==> src/rtl/assert_macros.svh <==
// ---------------------------------------------------------------------------
// Assertion macros
// Shared concurrent assertion macros, clocked on clk and disabled in reset.
// ---------------------------------------------------------------------------
`ifndef ASSERT_MACROS_SVH
`define ASSERT_MACROS_SVH

`ifndef SYNTH

// Property checked on every rising edge of clk while arst_n is high.
`define ODF_ASSERT(lbl, prop, msg) \
	lbl: assert property (@(posedge clk) disable iff (!arst_n) (prop)) else $error(msg);

// Implication that must hold on the edge after the antecedent.
`define ODF_ASSERT_NEXT(lbl, ante, cons, msg) \
	lbl: assert property (@(posedge clk) disable iff (!arst_n) (ante) |=> (cons)) \
		else $error(msg);

`else

`define ODF_ASSERT(lbl, prop, msg)
`define ODF_ASSERT_NEXT(lbl, ante, cons, msg)

`endif

`endif

==> src/rtl/odf_pkg.sv <==
// ---------------------------------------------------------------------------
// Ogg page deframer package
// Shared constants, result codes and the transaction type for the queue.
// ---------------------------------------------------------------------------
package odf_pkg;

	localparam int ODF_MAX_SEGMENTS = 255;

	// Result kinds.
	localparam logic [1:0] KIND_HEADER  = 2'd0;
	localparam logic [1:0] KIND_PAYLOAD = 2'd1;
	localparam logic [1:0] KIND_ERROR   = 2'd2;

	// Header byte positions.
	localparam logic [4:0] HDR_VERSION  = 5'd4;
	localparam logic [4:0] HDR_FLAGS    = 5'd5;
	localparam logic [4:0] HDR_GRANULE  = 5'd6;
	localparam logic [4:0] HDR_SERIAL   = 5'd14;
	localparam logic [4:0] HDR_SEQUENCE = 5'd18;
	localparam logic [4:0] HDR_CRC      = 5'd22;
	localparam logic [4:0] HDR_SEGCOUNT = 5'd26;

	// Capture pattern "OggS".
	localparam logic [7:0] CAPTURE [4] = '{8'h4F, 8'h67, 8'h67, 8'h53};

	typedef struct packed {
		logic [1:0]  kind;
		logic [7:0]  version;
		logic [7:0]  page_flags;
		logic [63:0] granule_position;
		logic [31:0] stream_serial;
		logic [31:0] page_sequence;
		logic [31:0] crc_field;
		logic [7:0]  segment_count;
		logic [7:0]  payload_byte;
		logic        segment_end;
		logic        page_end;
	} odf_tok_t;

	typedef struct packed {
		logic full;
		logic empty;
	} odf_qstat_t;

endpackage

==> src/rtl/odf_ram.sv <==
// ---------------------------------------------------------------------------
// Generic RAM
// One write port and one read port with registered read data.
// ---------------------------------------------------------------------------
module odf_ram #(
	parameter int WIDTH = 8,
	parameter int DEPTH = 255,
	localparam int AW = (DEPTH > 1) ? $clog2(DEPTH) : 1
) (
	input  logic             clk,
	input  logic             we,
	input  logic [AW-1:0]    waddr,
	input  logic [WIDTH-1:0] wdata,
	input  logic             re,
	input  logic [AW-1:0]    raddr,
	output logic [WIDTH-1:0] rdata
);

	logic [WIDTH-1:0] mem_q [DEPTH];
	logic [WIDTH-1:0] rdata_q;

	always_ff @(posedge clk) begin
		if (we) begin
			mem_q[waddr] <= wdata;
		end
		if (re) begin
			rdata_q <= mem_q[raddr];
		end
	end

	assign rdata = rdata_q;

endmodule

==> src/rtl/odf_front.sv <==
// ---------------------------------------------------------------------------
// Ogg page deframer front end
// Parses the byte stream, captures header fields, keeps the segment table and
// turns each accepted byte into at most one result transaction.
// ---------------------------------------------------------------------------
`include "assert_macros.svh"

module odf_front import odf_pkg::*; #(
	parameter int MAX_SEGMENTS = ODF_MAX_SEGMENTS
) (
	input  logic       clk,
	input  logic       arst_n,
	input  logic       in_valid,
	output logic       in_ready,
	input  logic [7:0] in_byte,
	input  odf_qstat_t q_stat,
	output logic       q_push,
	output odf_tok_t   q_tok
);

	localparam int AW = (MAX_SEGMENTS > 1) ? $clog2(MAX_SEGMENTS) : 1;

	localparam logic [1:0] PH_HEADER  = 2'd0;
	localparam logic [1:0] PH_TABLE   = 2'd1;
	localparam logic [1:0] PH_PAYLOAD = 2'd2;
	localparam logic [1:0] PH_HALT    = 2'd3;

	logic [1:0]  phase_q;
	logic [4:0]  hdr_cnt_q;
	logic [7:0]  tbl_idx_q;
	logic [7:0]  nz_cnt_q;
	logic [7:0]  seg_idx_q;
	logic [7:0]  cur_left_q;
	logic        next_from_reg_q;

	logic [7:0]  version_q;
	logic [7:0]  flags_q;
	logic [63:0] granule_q;
	logic [31:0] serial_q;
	logic [31:0] sequence_q;
	logic [31:0] crc_q;
	logic [7:0]  segs_q;
	logic [7:0]  first_q;
	logic [7:0]  second_q;

	logic        accept;
	logic [8:0]  tbl_sum;
	logic        store_ok;
	logic [7:0]  nz_next;
	logic        tbl_done;
	logic [7:0]  left_dec;
	logic        seg_done;
	logic        seg_last;
	logic        sig_bad;
	logic [8:0]  raddr_sum;
	logic [7:0]  ram_rdata;
	logic        ram_we;
	logic        ram_re;
	odf_tok_t    hdr_tok;
	odf_tok_t    tok;
	logic        push;

	assign in_ready = !q_stat.full;
	assign accept   = in_valid && in_ready;

	always_comb begin
		tbl_sum   = {1'b0, tbl_idx_q} + 9'd1;
		store_ok  = ({1'b0, tbl_idx_q} < 9'(MAX_SEGMENTS)) && (in_byte != 8'd0);
		nz_next   = nz_cnt_q + {7'd0, store_ok};
		tbl_done  = tbl_sum >= {1'b0, segs_q};
		left_dec  = cur_left_q - 8'd1;
		seg_done  = left_dec == 8'd0;
		seg_last  = seg_idx_q == (nz_cnt_q - 8'd1);
		sig_bad   = (hdr_cnt_q < HDR_VERSION) && (in_byte != CAPTURE[hdr_cnt_q[1:0]]);
		raddr_sum = {1'b0, seg_idx_q} + 9'd2;

		hdr_tok                  = '0;
		hdr_tok.kind             = KIND_HEADER;
		hdr_tok.version          = version_q;
		hdr_tok.page_flags       = flags_q;
		hdr_tok.granule_position = granule_q;
		hdr_tok.stream_serial    = serial_q;
		hdr_tok.page_sequence    = sequence_q;
		hdr_tok.crc_field        = crc_q;
		hdr_tok.segment_count    = segs_q;

		tok  = '0;
		push = 1'b0;
		case (phase_q)
			PH_HEADER: begin
				if (sig_bad) begin
					tok.kind = KIND_ERROR;
					push     = 1'b1;
				end else if ((hdr_cnt_q == HDR_SEGCOUNT) && (in_byte == 8'd0)) begin
					tok               = hdr_tok;
					tok.segment_count = in_byte;
					push              = 1'b1;
				end
			end
			PH_TABLE: begin
				if (tbl_done) begin
					tok  = hdr_tok;
					push = 1'b1;
				end
			end
			PH_PAYLOAD: begin
				tok.kind         = KIND_PAYLOAD;
				tok.payload_byte = in_byte;
				tok.segment_end  = seg_done;
				tok.page_end     = seg_done && seg_last;
				push             = 1'b1;
			end
			default: begin
				push = 1'b0;
			end
		endcase
	end

	assign q_push = accept && push;
	assign q_tok  = tok;

	// Only nonzero sizes are kept, packed from entry 0, so the payload walk never
	// has to search past empty segments.
	assign ram_we = accept && (phase_q == PH_TABLE) && store_ok;
	assign ram_re = accept && (phase_q == PH_PAYLOAD) && seg_done && !seg_last;

	odf_ram #(
		.WIDTH(8),
		.DEPTH(MAX_SEGMENTS)
	) u_seg_ram (
		.clk  (clk),
		.we   (ram_we),
		.waddr(nz_cnt_q[AW-1:0]),
		.wdata(in_byte),
		.re   (ram_re),
		.raddr(raddr_sum[AW-1:0]),
		.rdata(ram_rdata)
	);

	always_ff @(posedge clk or negedge arst_n) begin
		if (!arst_n) begin
			phase_q         <= PH_HEADER;
			hdr_cnt_q       <= 5'd0;
			tbl_idx_q       <= 8'd0;
			nz_cnt_q        <= 8'd0;
			seg_idx_q       <= 8'd0;
			cur_left_q      <= 8'd0;
			next_from_reg_q <= 1'b0;
		end else if (accept) begin
			case (phase_q)
				PH_HEADER: begin
					if (sig_bad) begin
						phase_q <= PH_HALT;
					end else if (hdr_cnt_q == HDR_SEGCOUNT) begin
						hdr_cnt_q <= 5'd0;
						tbl_idx_q <= 8'd0;
						nz_cnt_q  <= 8'd0;
						if (in_byte != 8'd0) begin
							phase_q <= PH_TABLE;
						end
					end else begin
						hdr_cnt_q <= hdr_cnt_q + 5'd1;
					end
				end
				PH_TABLE: begin
					tbl_idx_q <= tbl_sum[7:0];
					nz_cnt_q  <= nz_next;
					if (tbl_done) begin
						if (nz_next == 8'd0) begin
							phase_q   <= PH_HEADER;
							hdr_cnt_q <= 5'd0;
						end else begin
							phase_q         <= PH_PAYLOAD;
							seg_idx_q       <= 8'd0;
							next_from_reg_q <= 1'b1;
							// The first size may arrive with this very byte.
							cur_left_q      <= (nz_cnt_q == 8'd0) ? in_byte : first_q;
						end
					end
				end
				PH_PAYLOAD: begin
					if (!seg_done) begin
						cur_left_q <= left_dec;
					end else if (seg_last) begin
						phase_q   <= PH_HEADER;
						hdr_cnt_q <= 5'd0;
					end else begin
						seg_idx_q       <= seg_idx_q + 8'd1;
						next_from_reg_q <= 1'b0;
						cur_left_q      <= next_from_reg_q ? second_q : ram_rdata;
					end
				end
				default: begin
					phase_q <= PH_HALT;
				end
			endcase
		end
	end

	// Captured fields; each is rewritten on every page before it is used.
	always_ff @(posedge clk) begin
		if (accept && (phase_q == PH_HEADER)) begin
			if (hdr_cnt_q == HDR_VERSION) begin
				version_q <= in_byte;
			end else if (hdr_cnt_q == HDR_FLAGS) begin
				flags_q <= in_byte;
			end else if (hdr_cnt_q >= HDR_GRANULE && hdr_cnt_q < HDR_SERIAL) begin
				granule_q[3'(hdr_cnt_q - HDR_GRANULE) * 8 +: 8] <= in_byte;
			end else if (hdr_cnt_q >= HDR_SERIAL && hdr_cnt_q < HDR_SEQUENCE) begin
				serial_q[2'(hdr_cnt_q - HDR_SERIAL) * 8 +: 8] <= in_byte;
			end else if (hdr_cnt_q >= HDR_SEQUENCE && hdr_cnt_q < HDR_CRC) begin
				sequence_q[2'(hdr_cnt_q - HDR_SEQUENCE) * 8 +: 8] <= in_byte;
			end else if (hdr_cnt_q >= HDR_CRC && hdr_cnt_q < HDR_SEGCOUNT) begin
				crc_q[2'(hdr_cnt_q - HDR_CRC) * 8 +: 8] <= in_byte;
			end else if (hdr_cnt_q == HDR_SEGCOUNT) begin
				segs_q <= in_byte;
			end
		end
		if (ram_we && (nz_cnt_q == 8'd0)) begin
			first_q <= in_byte;
		end
		if (ram_we && (nz_cnt_q == 8'd1)) begin
			second_q <= in_byte;
		end
	end

	`ODF_ASSERT_NEXT(a_halt_sticky, phase_q == PH_HALT, phase_q == PH_HALT, "halt left before reset")
	`ODF_ASSERT(a_left_nonzero, (phase_q != PH_PAYLOAD) || (cur_left_q != 8'd0), "empty segment in payload")
	`ODF_ASSERT(a_seg_in_range, (phase_q != PH_PAYLOAD) || (seg_idx_q < nz_cnt_q), "segment index past table")
	`ODF_ASSERT(a_hdr_cnt_range, hdr_cnt_q <= HDR_SEGCOUNT, "header counter out of range")

endmodule

==> src/rtl/odf_fifo.sv <==
// ---------------------------------------------------------------------------
// Ogg page deframer result queue
// Two-entry queue between the parser and the output stage.
// ---------------------------------------------------------------------------
`include "assert_macros.svh"

module odf_fifo import odf_pkg::*; (
	input  logic       clk,
	input  logic       arst_n,
	input  logic       push,
	input  odf_tok_t   push_tok,
	input  logic       pop,
	output odf_tok_t   head_tok,
	output odf_qstat_t stat
);

	odf_tok_t   ent_q [2];
	logic       wr_ptr_q;
	logic       rd_ptr_q;
	logic [1:0] cnt_q;

	assign stat.full  = cnt_q == 2'd2;
	assign stat.empty = cnt_q == 2'd0;
	assign head_tok   = ent_q[rd_ptr_q];

	always_ff @(posedge clk or negedge arst_n) begin
		if (!arst_n) begin
			wr_ptr_q <= 1'b0;
			rd_ptr_q <= 1'b0;
			cnt_q    <= 2'd0;
		end else begin
			if (push) begin
				wr_ptr_q <= !wr_ptr_q;
			end
			if (pop) begin
				rd_ptr_q <= !rd_ptr_q;
			end
			if (push && !pop) begin
				cnt_q <= cnt_q + 2'd1;
			end else if (pop && !push) begin
				cnt_q <= cnt_q - 2'd1;
			end
		end
	end

	always_ff @(posedge clk) begin
		if (push) begin
			ent_q[wr_ptr_q] <= push_tok;
		end
	end

	`ODF_ASSERT(a_no_overflow, !push || (cnt_q != 2'd2), "push into full queue")
	`ODF_ASSERT(a_no_underflow, !pop || (cnt_q != 2'd0), "pop from empty queue")
	`ODF_ASSERT(a_cnt_range, cnt_q <= 2'd2, "queue count out of range")

endmodule

==> src/rtl/odf_back.sv <==
// ---------------------------------------------------------------------------
// Ogg page deframer output stage
// Moves results from the queue into the output register and holds them
// until the downstream side takes the transaction.
// ---------------------------------------------------------------------------
module odf_back import odf_pkg::*; (
	input  logic       clk,
	input  logic       arst_n,
	input  odf_qstat_t q_stat,
	input  odf_tok_t   head_tok,
	output logic       pop,
	output logic       out_valid,
	input  logic       out_ready,
	output odf_tok_t   out_tok
);

	logic     out_valid_q;
	odf_tok_t out_tok_q;

	assign pop = !q_stat.empty && (!out_valid_q || out_ready);

	always_ff @(posedge clk or negedge arst_n) begin
		if (!arst_n) begin
			out_valid_q <= 1'b0;
		end else if (pop) begin
			out_valid_q <= 1'b1;
		end else if (out_ready) begin
			out_valid_q <= 1'b0;
		end
	end

	always_ff @(posedge clk) begin
		if (pop) begin
			out_tok_q <= head_tok;
		end
	end

	assign out_valid = out_valid_q;
	assign out_tok   = out_tok_q;

endmodule

==> src/rtl/ogg_page_deframer.sv <==
// ---------------------------------------------------------------------------
// Ogg page deframer
// Splits an Ogg byte stream into page header results and flagged payload bytes.
// ---------------------------------------------------------------------------
// One byte is accepted per clock cycle in every phase while the result queue
// has room; the parser handles each byte as it is accepted and the segment-size
// memory is read one segment ahead, so even one-byte segments keep the full
// rate. Header and segment table bytes give no result, except the byte that
// completes the table (or a zero segment count), which gives one header
// transaction. Each payload byte gives one transaction with segment and page
// end flags. A wrong capture pattern gives one error transaction, after which
// bytes are taken and dropped until reset. Results leave through a two-entry
// queue and then an output register, and input stalls only when both are full.
// No memory clearing is needed after reset.
// ---------------------------------------------------------------------------
module ogg_page_deframer import odf_pkg::*; #(
	parameter int MAX_SEGMENTS = ODF_MAX_SEGMENTS
) (
	input  logic               clk,
	input  logic               arst_n,
	input  logic               in_valid,
	output logic               in_ready,
	input  logic [7:0]         in_byte,
	output logic               out_valid,
	input  logic               out_ready,
	output logic [1:0]         kind,
	output logic [7:0]         version,
	output logic [7:0]         page_flags,
	output logic signed [63:0] granule_position,
	output logic [31:0]        stream_serial,
	output logic [31:0]        page_sequence,
	output logic [31:0]        crc_field,
	output logic [7:0]         segment_count,
	output logic [7:0]         payload_byte,
	output logic               segment_end,
	output logic               page_end
);

	odf_qstat_t q_stat;
	logic       q_push;
	odf_tok_t   q_tok;
	logic       q_pop;
	odf_tok_t   head_tok;
	odf_tok_t   out_tok;

	odf_front #(
		.MAX_SEGMENTS(MAX_SEGMENTS)
	) u_front (
		.clk     (clk),
		.arst_n  (arst_n),
		.in_valid(in_valid),
		.in_ready(in_ready),
		.in_byte (in_byte),
		.q_stat  (q_stat),
		.q_push  (q_push),
		.q_tok   (q_tok)
	);

	odf_fifo u_fifo (
		.clk     (clk),
		.arst_n  (arst_n),
		.push    (q_push),
		.push_tok(q_tok),
		.pop     (q_pop),
		.head_tok(head_tok),
		.stat    (q_stat)
	);

	odf_back u_back (
		.clk      (clk),
		.arst_n   (arst_n),
		.q_stat   (q_stat),
		.head_tok (head_tok),
		.pop      (q_pop),
		.out_valid(out_valid),
		.out_ready(out_ready),
		.out_tok  (out_tok)
	);

	assign kind             = out_tok.kind;
	assign version          = out_tok.version;
	assign page_flags       = out_tok.page_flags;
	assign granule_position = $signed(out_tok.granule_position);
	assign stream_serial    = out_tok.stream_serial;
	assign page_sequence    = out_tok.page_sequence;
	assign crc_field        = out_tok.crc_field;
	assign segment_count    = out_tok.segment_count;
	assign payload_byte     = out_tok.payload_byte;
	assign segment_end      = out_tok.segment_end;
	assign page_end         = out_tok.page_end;

endmodule

==> config.mk <==
export PLATFORM = sky130hd
export DESIGN_NAME = ogg_page_deframer
export DESIGN_NICKNAME = d
export VERILOG_FILES = /design/src/rtl/odf_pkg.sv /design/src/rtl/odf_ram.sv /design/src/rtl/odf_front.sv /design/src/rtl/odf_fifo.sv /design/src/rtl/odf_back.sv /design/src/rtl/ogg_page_deframer.sv
export VERILOG_INCLUDE_DIRS = /design/src /design/src/rtl
export SDC_FILE = /design/constraint.sdc
export NUM_CORES = 2
export LEC_CHECK = 0
export ABC_AREA = 1
export BUFFER_PORTS_ARGS = -buffer_cell sky130_fd_sc_hd__buf_2
export CAP_MARGIN = 20
export CORE_ASPECT_RATIO = 1.4
export CORE_MARGIN = 4
export CORE_UTILIZATION = 60
export CTS_CLUSTER_SIZE = 30
export DETAILED_ROUTE_END_ITERATION = 10
export HOLD_SLACK_MARGIN = 0.12
export PLACE_DENSITY = 0.77
export SYNTH_ARGS = -nofsm -noshare
export SYNTH_HDL_FRONTEND = slang
export SYNTH_SLANG_ARGS = --single-unit
export TNS_END_PERCENT = 1
==> constraint.sdc <==
create_clock -name clk -period 17.05 [get_ports clk]
set_input_delay 3.41 -clock clk [delete_from_list [all_inputs] [get_ports clk]]
set_output_delay 3.41 -clock clk [all_outputs]
set_load 0.005 [all_outputs]
**After elaboration in Yosys (flattened, before gate mapping)**

Memory sizes are Yosys's and may differ from the RTL's. A register that Yosys moved wholly into a read port is not among the register bits.
Cells that the tools add are included.

- RAM bits: 2432
- Memory bits (read-only): 0
- Flip-flop bits (word level): 245
- Input port bits: 12
- Latch bits: 0
- Memories: 2
- Output and inout bits: 198
- Logic and storage cells: 202

- Mux-type cells: 62
- Bitwise logic cells: 7
- Multipliers: 0
- Div/mod/pow operators: 0
- $add $sub $neg: 17
- Eq/ne operators: 20
- Reductions and logical operators: 54
- Shifts and indexed selects: 8
- Magnitude comparators: 12

Memory list:

| memory | words | bits a word | read ports | clocked after Yosys merged registers in | write ports | line | source |
|---|---|---|---|---|---|---|---|
| u_front.u_seg_ram.mem_q | 255 | 8 | 1 | 1 | 1 | odf_ram.sv:19 | `logic [WIDTH-1:0] mem_q [DEPTH];` |
| u_fifo.ent_q | 2 | 196 | 1 | 1 | 1 | odf_fifo.sv:17 | `odf_tok_t ent_q [2];` |

Operators with widths:

| kind | number |
|---|---|
| $mux W194 | 3 |
| $pmux W184 S2 | 1 |
| $mux W8 | 14 |
| $neg A5 Y34 | 3 |
| $shift A8 B34 Y32 const A | 3 |
| $shiftx A8 B34 Y32 | 3 |
| $bwmux W32 | 3 |
| $bwmux W64 | 1 |
| $pmux W8 S2 | 4 |
| $shift A8 B34 Y64 const A | 1 |
| $shiftx A8 B34 Y64 | 1 |
| $neg A6 Y34 | 1 |
| $logic_not A8 Y1 | 4 |
| $mux W5 | 6 |
| $pmux W10 S3 | 1 |
| $logic_and A1 B1 Y1 | 21 |
| $mux W2 | 10 |
| $reduce_and A6 Y1 | 3 |
| $bmux W8 S2 | 1 |
| $sub A8 B1 Y8 const B | 2 |
| $lt A5 B5 Y1 const B | 3 |
| $pmux W5 S3 | 1 |
| $reduce_and A7 Y1 | 2 |
| $mux W1 | 13 |
| other kinds (45) | 75 |

**Longest topological paths before layout**

- Depth after elaboration: 13
- Gate-level depth with buffers: 20
- Mapped depth without buffers: 20

**Modules after synthesis**

Synthesis repeated with hierarchy kept, for this count alone.

- Cell total of the unflattened synthesis: 9268
- Area, all modules: 116409.1 µm²

By module, submodules not included:

| module | cells each | area an instance (µm²) | sequential area each (µm²) | times used |
|---|---|---|---|---|
| odf_ram | 6994 | 83136.0 | 61499.0 | 1 |
| odf_fifo | 635 | 14883.0 | 11871.4 | 1 |
| odf_front | 1438 | 12459.4 | 7006.7 | 1 |
| odf_back | 201 | 5930.7 | 5910.7 | 1 |

**Worst setup path after synthesis**

No wires, ideal clock.

- Kind: input to register
- From: input port out_ready
- To: register u_fifo.cnt_q[1]
- Path slack: 2.412 ns
- Data required time: 16.919 ns
- Buffers on the path: 0
- Stages on the path: 7
- Arrival time: 14.507 ns
- Cell sequence: nor2_1 > a21oi_1 > inv_1 > ha_1 > a21oi_1 > o21ai_0 > xor2_1

- Cells in the longest elaborated chain, start to end: 5

Ends and longest elaborated chain:

| element | line | source |
|---|---|---|
| start: declaration | ogg_page_deframer.sv:25 | `input logic out_ready,` |
| $logic_or A1 B1 Y1 (*) | odf_back.sv:20 | `assign pop = !q_stat.empty && (!out_valid_q \|\| out_ready);` |
| $logic_and A1 B1 Y1 (*) | odf_back.sv:20 |  |
| named net q_pop | ogg_page_deframer.sv:42 | `logic q_pop;` |
| $logic_not A1 Y1 | odf_fifo.sv:38 | `if (push && !pop) begin` |
| $logic_and A1 B1 Y1 | odf_fifo.sv:38 |  |
| $mux W2 / $reduce_bool A2 Y1 (equally long branches) | -- |  |
| end signal: assignment | odf_fifo.sv:39 | `cnt_q <= cnt_q + 2'd1;` |
| end signal: assignment | odf_fifo.sv:41 | `cnt_q <= cnt_q - 2'd1;` |
| end: declaration | odf_fifo.sv:20 | `logic [1:0] cnt_q;` |

Mark *: on every way through the listed nets, which the timed path passes. The rest lies on a longest branch.
A chain may end at the register's enable or synchronous reset.

**Worst setup path in the final report**

- From: input port in_byte[6]
- To: memory u_front.u_seg_ram.mem_q[182][7], enable pin

- Cells in the longest elaborated chain, start to end: 5

Ends and longest elaborated chain:

| element | line | source |
|---|---|---|
| start: declaration | ogg_page_deframer.sv:23 | `input logic [7:0] in_byte,` |
| $reduce_bool A8 Y1 | odf_front.sv:68 | `store_ok = ({1'b0, tbl_idx_q} < 9'(MAX_SEGMENTS)) && (in_byte != 8'd0);` |
| $logic_and A1 B1 Y1 | odf_front.sv:68 |  |
| $logic_and A1 B1 Y1 | odf_front.sv:124 | `assign ram_we = accept && (phase_q == PH_TABLE) && store_ok;` |
| $mux W1 | odf_ram.sv:23 | `if (we) begin` |
| $mux W1 (not written as such) | odf_ram.sv:24 | `mem_q[waddr] <= wdata;` |
| end: declaration | odf_ram.sv:19 |  |

No other way between the ends.

==> out/results.txt <==
initial antenna violation count - 8
synthesized area - 115,100 sq um
Filler cells - 13,190
flop2flop setup slack - 11,480 ps
TritonRoute pass-1 iters - 7
gr ovfl total - 0
Final Hold Viols - 0
global-route wire length before repair - 432,700 um
Max VDD drop - 0.1570 mV
Switching Fraction - 34.76%
vias per cell - 6.063
die width - 378.2 um
Reg-to-Reg Start - u_front.tbl_idx_q[2]$_DFFE_PN0P_
post-synthesis cell count - 9,621
placed inst area - 117,800 sq um
Reg2Reg Depth - 18
TritonCTS clock tree - built
final RePlAce weighted congestion - 0.9530
r2r endpoint - u_fifo.ent_q[1][171]$_DFFE_PP_
critical path startpoint - in_byte[6]
max-slew violation count - 0
Combinational Power Share - 29.2%
overall routing resource usage - 28.91%
worst skew pair latency - 890 ps
ys async rst share - 1.571%
Rel. slew slack - 17.04%
Post-synth EDFFs - 2,820
largest net degree at the start of global routing - 276
Top Family by Delay on Critical Path - simple AND/OR/NAND/NOR gates
Num CTS Buffers - 242
maxcap violations - 0
DPL Wire Length - 173,500 um
Buf/Inv on CP - 3
layout cells sized above 1 - 7.573%
arrival time of the worst setup path - 7540 ps
IO Port Bufs - 209
IO Pins - 210
ys flop type - edfxtp_1
sequential power share - 43.3%
post-synthesis sequential area ratio - 74.54%
area of the core - 191,100 sq um
flops & latches, synth - 2,865
crit-path cells - buf_8, inv_1, nand4_1, nor2_1, a21oi_2, nand3_1, inv_2, nand4_1, nor2_1
critical path peak fanout - 60
fmax - 0.1417 GHz
Die Y - 526.3 um
crit-path max cell delay - 1100 ps
post-route cell area - 125,800 sq um
leak pwr - 0.04578 uW
Post-CTS Setup Repair Bufs - 0
DRT Wirelength - 292,400 um
Max Root-Sink Buffers - 4
CTS resizes - 0
WS Path Type - in2reg
Worst-path clk slew - 70 ps
element type at the critical path end - flip-flop
YS warnings - 0
skew final - 58.32 ps
worst-path cell with the longest stage delay - nand4_1
hold slack - 488.2 ps
CTS H-tree lvls - 4
outcome - complete, no violations
vias in the first global route - 71,970
Synth-to-Final Area Change - 9.251%
RSZ-0062 raised after global routing - false
Root Driver - clkbuf_16
total number of vias - 74,560
Power Dens Cells - 159.3 nW/um^2
antenna viol nets, final - 0
die area - 199,000 sq um
Site Rows - 190
Post-CTS Hold Buffers - 0
Clock power frac - 27.4%
DRC - 0
dpl cells - 11,850
Final Setup Violations - 0
critical path required time - 17,530 ps
Net Count, Synth - 9,669
Synth Area per Inst - 11.97 sq um
Fin Setup TNS - 0 ps
iteration-0 DRC count of the detailed router - 10,510
Startpoint Class - input port
CTS sink cnt - 2,865
final period utilization - 41.40%
Crit path depth - 9
fin nets - 9,655
fin crit period - 7059 ps
cell-internal power - 13,070 uW
final cell count without fillers - 12,300
Initial Util - 60.23%
Netlist cell types - 46
Hold WC Path Type - reg2reg
Tightest Pin Transition - 1244 ps
WL/cell - 23.78 um
Switch Pwr - 6962 uW
crit path capture - u_front.u_seg_ram.mem_q[182][7]$_DFFE_PP_
-- cell type report --
type	count	area [sq um]	area share, %
diodes	4	10.01	0.007958
clock buffers	283	6231	4.954
clock inverters	152	1622	1.289
inverters	343	1326	1.054
multi-input cells	5841	25570	20.33
flip-flops and latches	2865	85820	68.23
well taps	2496	3123	2.483
repair buffers	314	2074	1.649
-- placed cells by master, fill, tap and decap left out, types with 42 or more instances in the layout --
cell       Yosys  layout
buf_4         26      88
buf_2        227     202
nand3_1     2049    2044
nand2_1     2962    2961
nor2_1       615     612
dfrtp_1       45      42
clkinv_1       1      44
edfxtp_1    2820    2820
clkbuf_16      0     243
inv_1        328     325
-- worst register-to-register path, stage by stage, from the launching register on --
cell      delay (ps)
dfrtp_1          380
inv_1             70
nor3_1           330
nand3_1          180
nor2_1           150
nand2_1           80
xor2_1           180
inv_1             70
ha_1             340
nand2_1           60
nor4_1           320
nand2_1          120
nand3_1          240
nand2_1          280
nand3b_1         220
nand2_1          150
nor2_4           530
buf_4            510
buf_4            850
-- power by group through the flow --
stage          Sequential (uW)  Clock, uW  Combinational, uW
2_1_floorplan             8890          0               3760
3_3_place_gp              8810          0               5570
3_5_place_dp              8830          0               5680
4_1_cts                   8690       5530               5730
5_1_grt                   8720       5840               6350
6_report                  8680       5490               5860
-- through the flow --
| step | utilization [%] | power (uW) | setup slack [ps] |
|---|---|---|---|
| 2_1_floorplan | - | 12650 | 2412 |
| 3_3_place_gp | 61.62 | 14380 | 9254 |
| 3_5_place_dp | 61.62 | 14510 | 9205 |
| 4_1_cts | 65.73 | 19940 | 10110 |
| 5_1_grt | 65.80 | 20910 | 9974 |
| 6_report | 65.80 | 20030 | 9991 |
-- how the worst min path moves through the flow --
stage | start | to | slack (ps) | cells past startpoint
final | u_fifo.ent_q[0][86]$_DFFE_PP_ | u_back.out_tok[86]$_DFFE_PP_ | 490 | 2
after floorplan | u_fifo.wr_ptr_q$_DFFE_PN0P_ | u_fifo.wr_ptr_q$_DFFE_PN0P_ | 440 | 2
after global routing | u_fifo.wr_ptr_q$_DFFE_PN0P_ | u_fifo.wr_ptr_q$_DFFE_PN0P_ | 500 | 2
after detailed placement | u_fifo.wr_ptr_q$_DFFE_PN0P_ | u_fifo.wr_ptr_q$_DFFE_PN0P_ | 470 | 2
after global placement | u_fifo.wr_ptr_q$_DFFE_PN0P_ | u_fifo.wr_ptr_q$_DFFE_PN0P_ | 470 | 2
after CTS | u_fifo.wr_ptr_q$_DFFE_PN0P_ | u_fifo.wr_ptr_q$_DFFE_PN0P_ | 490 | 2
-- logic make-up (layout without fill, tap and decap cells) --
kind of cell | count (synthesis) | after routing | share of synthesized area, %
DFF | 2865 | 2865 | 74.54
buffers and inverters | 915 | 1092 | 3.363
xor gates and xnor gates | 32 | 32 | 0.2500
other | 0 | 4 | 0
adders and majority gates | 36 | 36 | 0.3913
AOI/OAI and AO/OA | 60 | 60 | 0.3076
muxes | 8 | 8 | 0.07390
and+or+nand+nor | 5705 | 5705 | 21.08
-- flip-flops by register name, indices dropped and copies added, names as in the netlist, 8 cells and up --
| signal | flops |
|---|---|
| u_front.tbl_idx_q | 8 |
| u_fifo.ent_q | 392 |
| u_front.u_seg_ram.rdata | 8 |
| u_front.version_q | 8 |
| u_front.seg_idx_q | 8 |
| u_back.out_tok | 196 |
| u_front.granule_q | 64 |
| u_front.u_seg_ram.mem_q | 2026 |
| u_front.crc_q | 32 |
| u_front.serial_q | 32 |
| u_front.cur_left_q | 8 |
| u_front.flags_q | 8 |
| u_front.nz_cnt_q | 8 |
| u_front.sequence_q | 32 |
| u_front.segs_q | 8 |
-- cells in the mapped netlist (all sizes together) (2+ instances only) --
cell type,count,area share (%)
nand2,2970,9.7
edfxtp,2820,74
nand3,2057,9.0
nor2,630,2.1
inv,341,1.1
buf,324,1.4
clkbuf,248,0.81
dfrtp,45,0.98
ha,36,0.39
o21ai,29,0.13
nand4,20,0.13
xor2,19,0.15
nor3,16,0.074
a21oi,13,0.060
xnor2,13,0.099
nand3b,8,0.052
o211ai,6,0.039
o31ai,5,0.033
mux2,4,0.039
mux2i,4,0.035
a21o,2,0.013
clkinv,2,0.0076
o21a,2,0.013
or2,2,0.011
-- metal layers --
layer / wire, um / vias to the layer above / global-route usage, %
li1: - / 33370 / -
met4: 20140 / 6 / 17.22
met5: 52 / - / 0
met1: 101300 / 35440 / 35.47
met2: 142400 / 4718 / 48.41
met3: 28520 / 1032 / 4.854
Power figures use the tool's default switching activity.
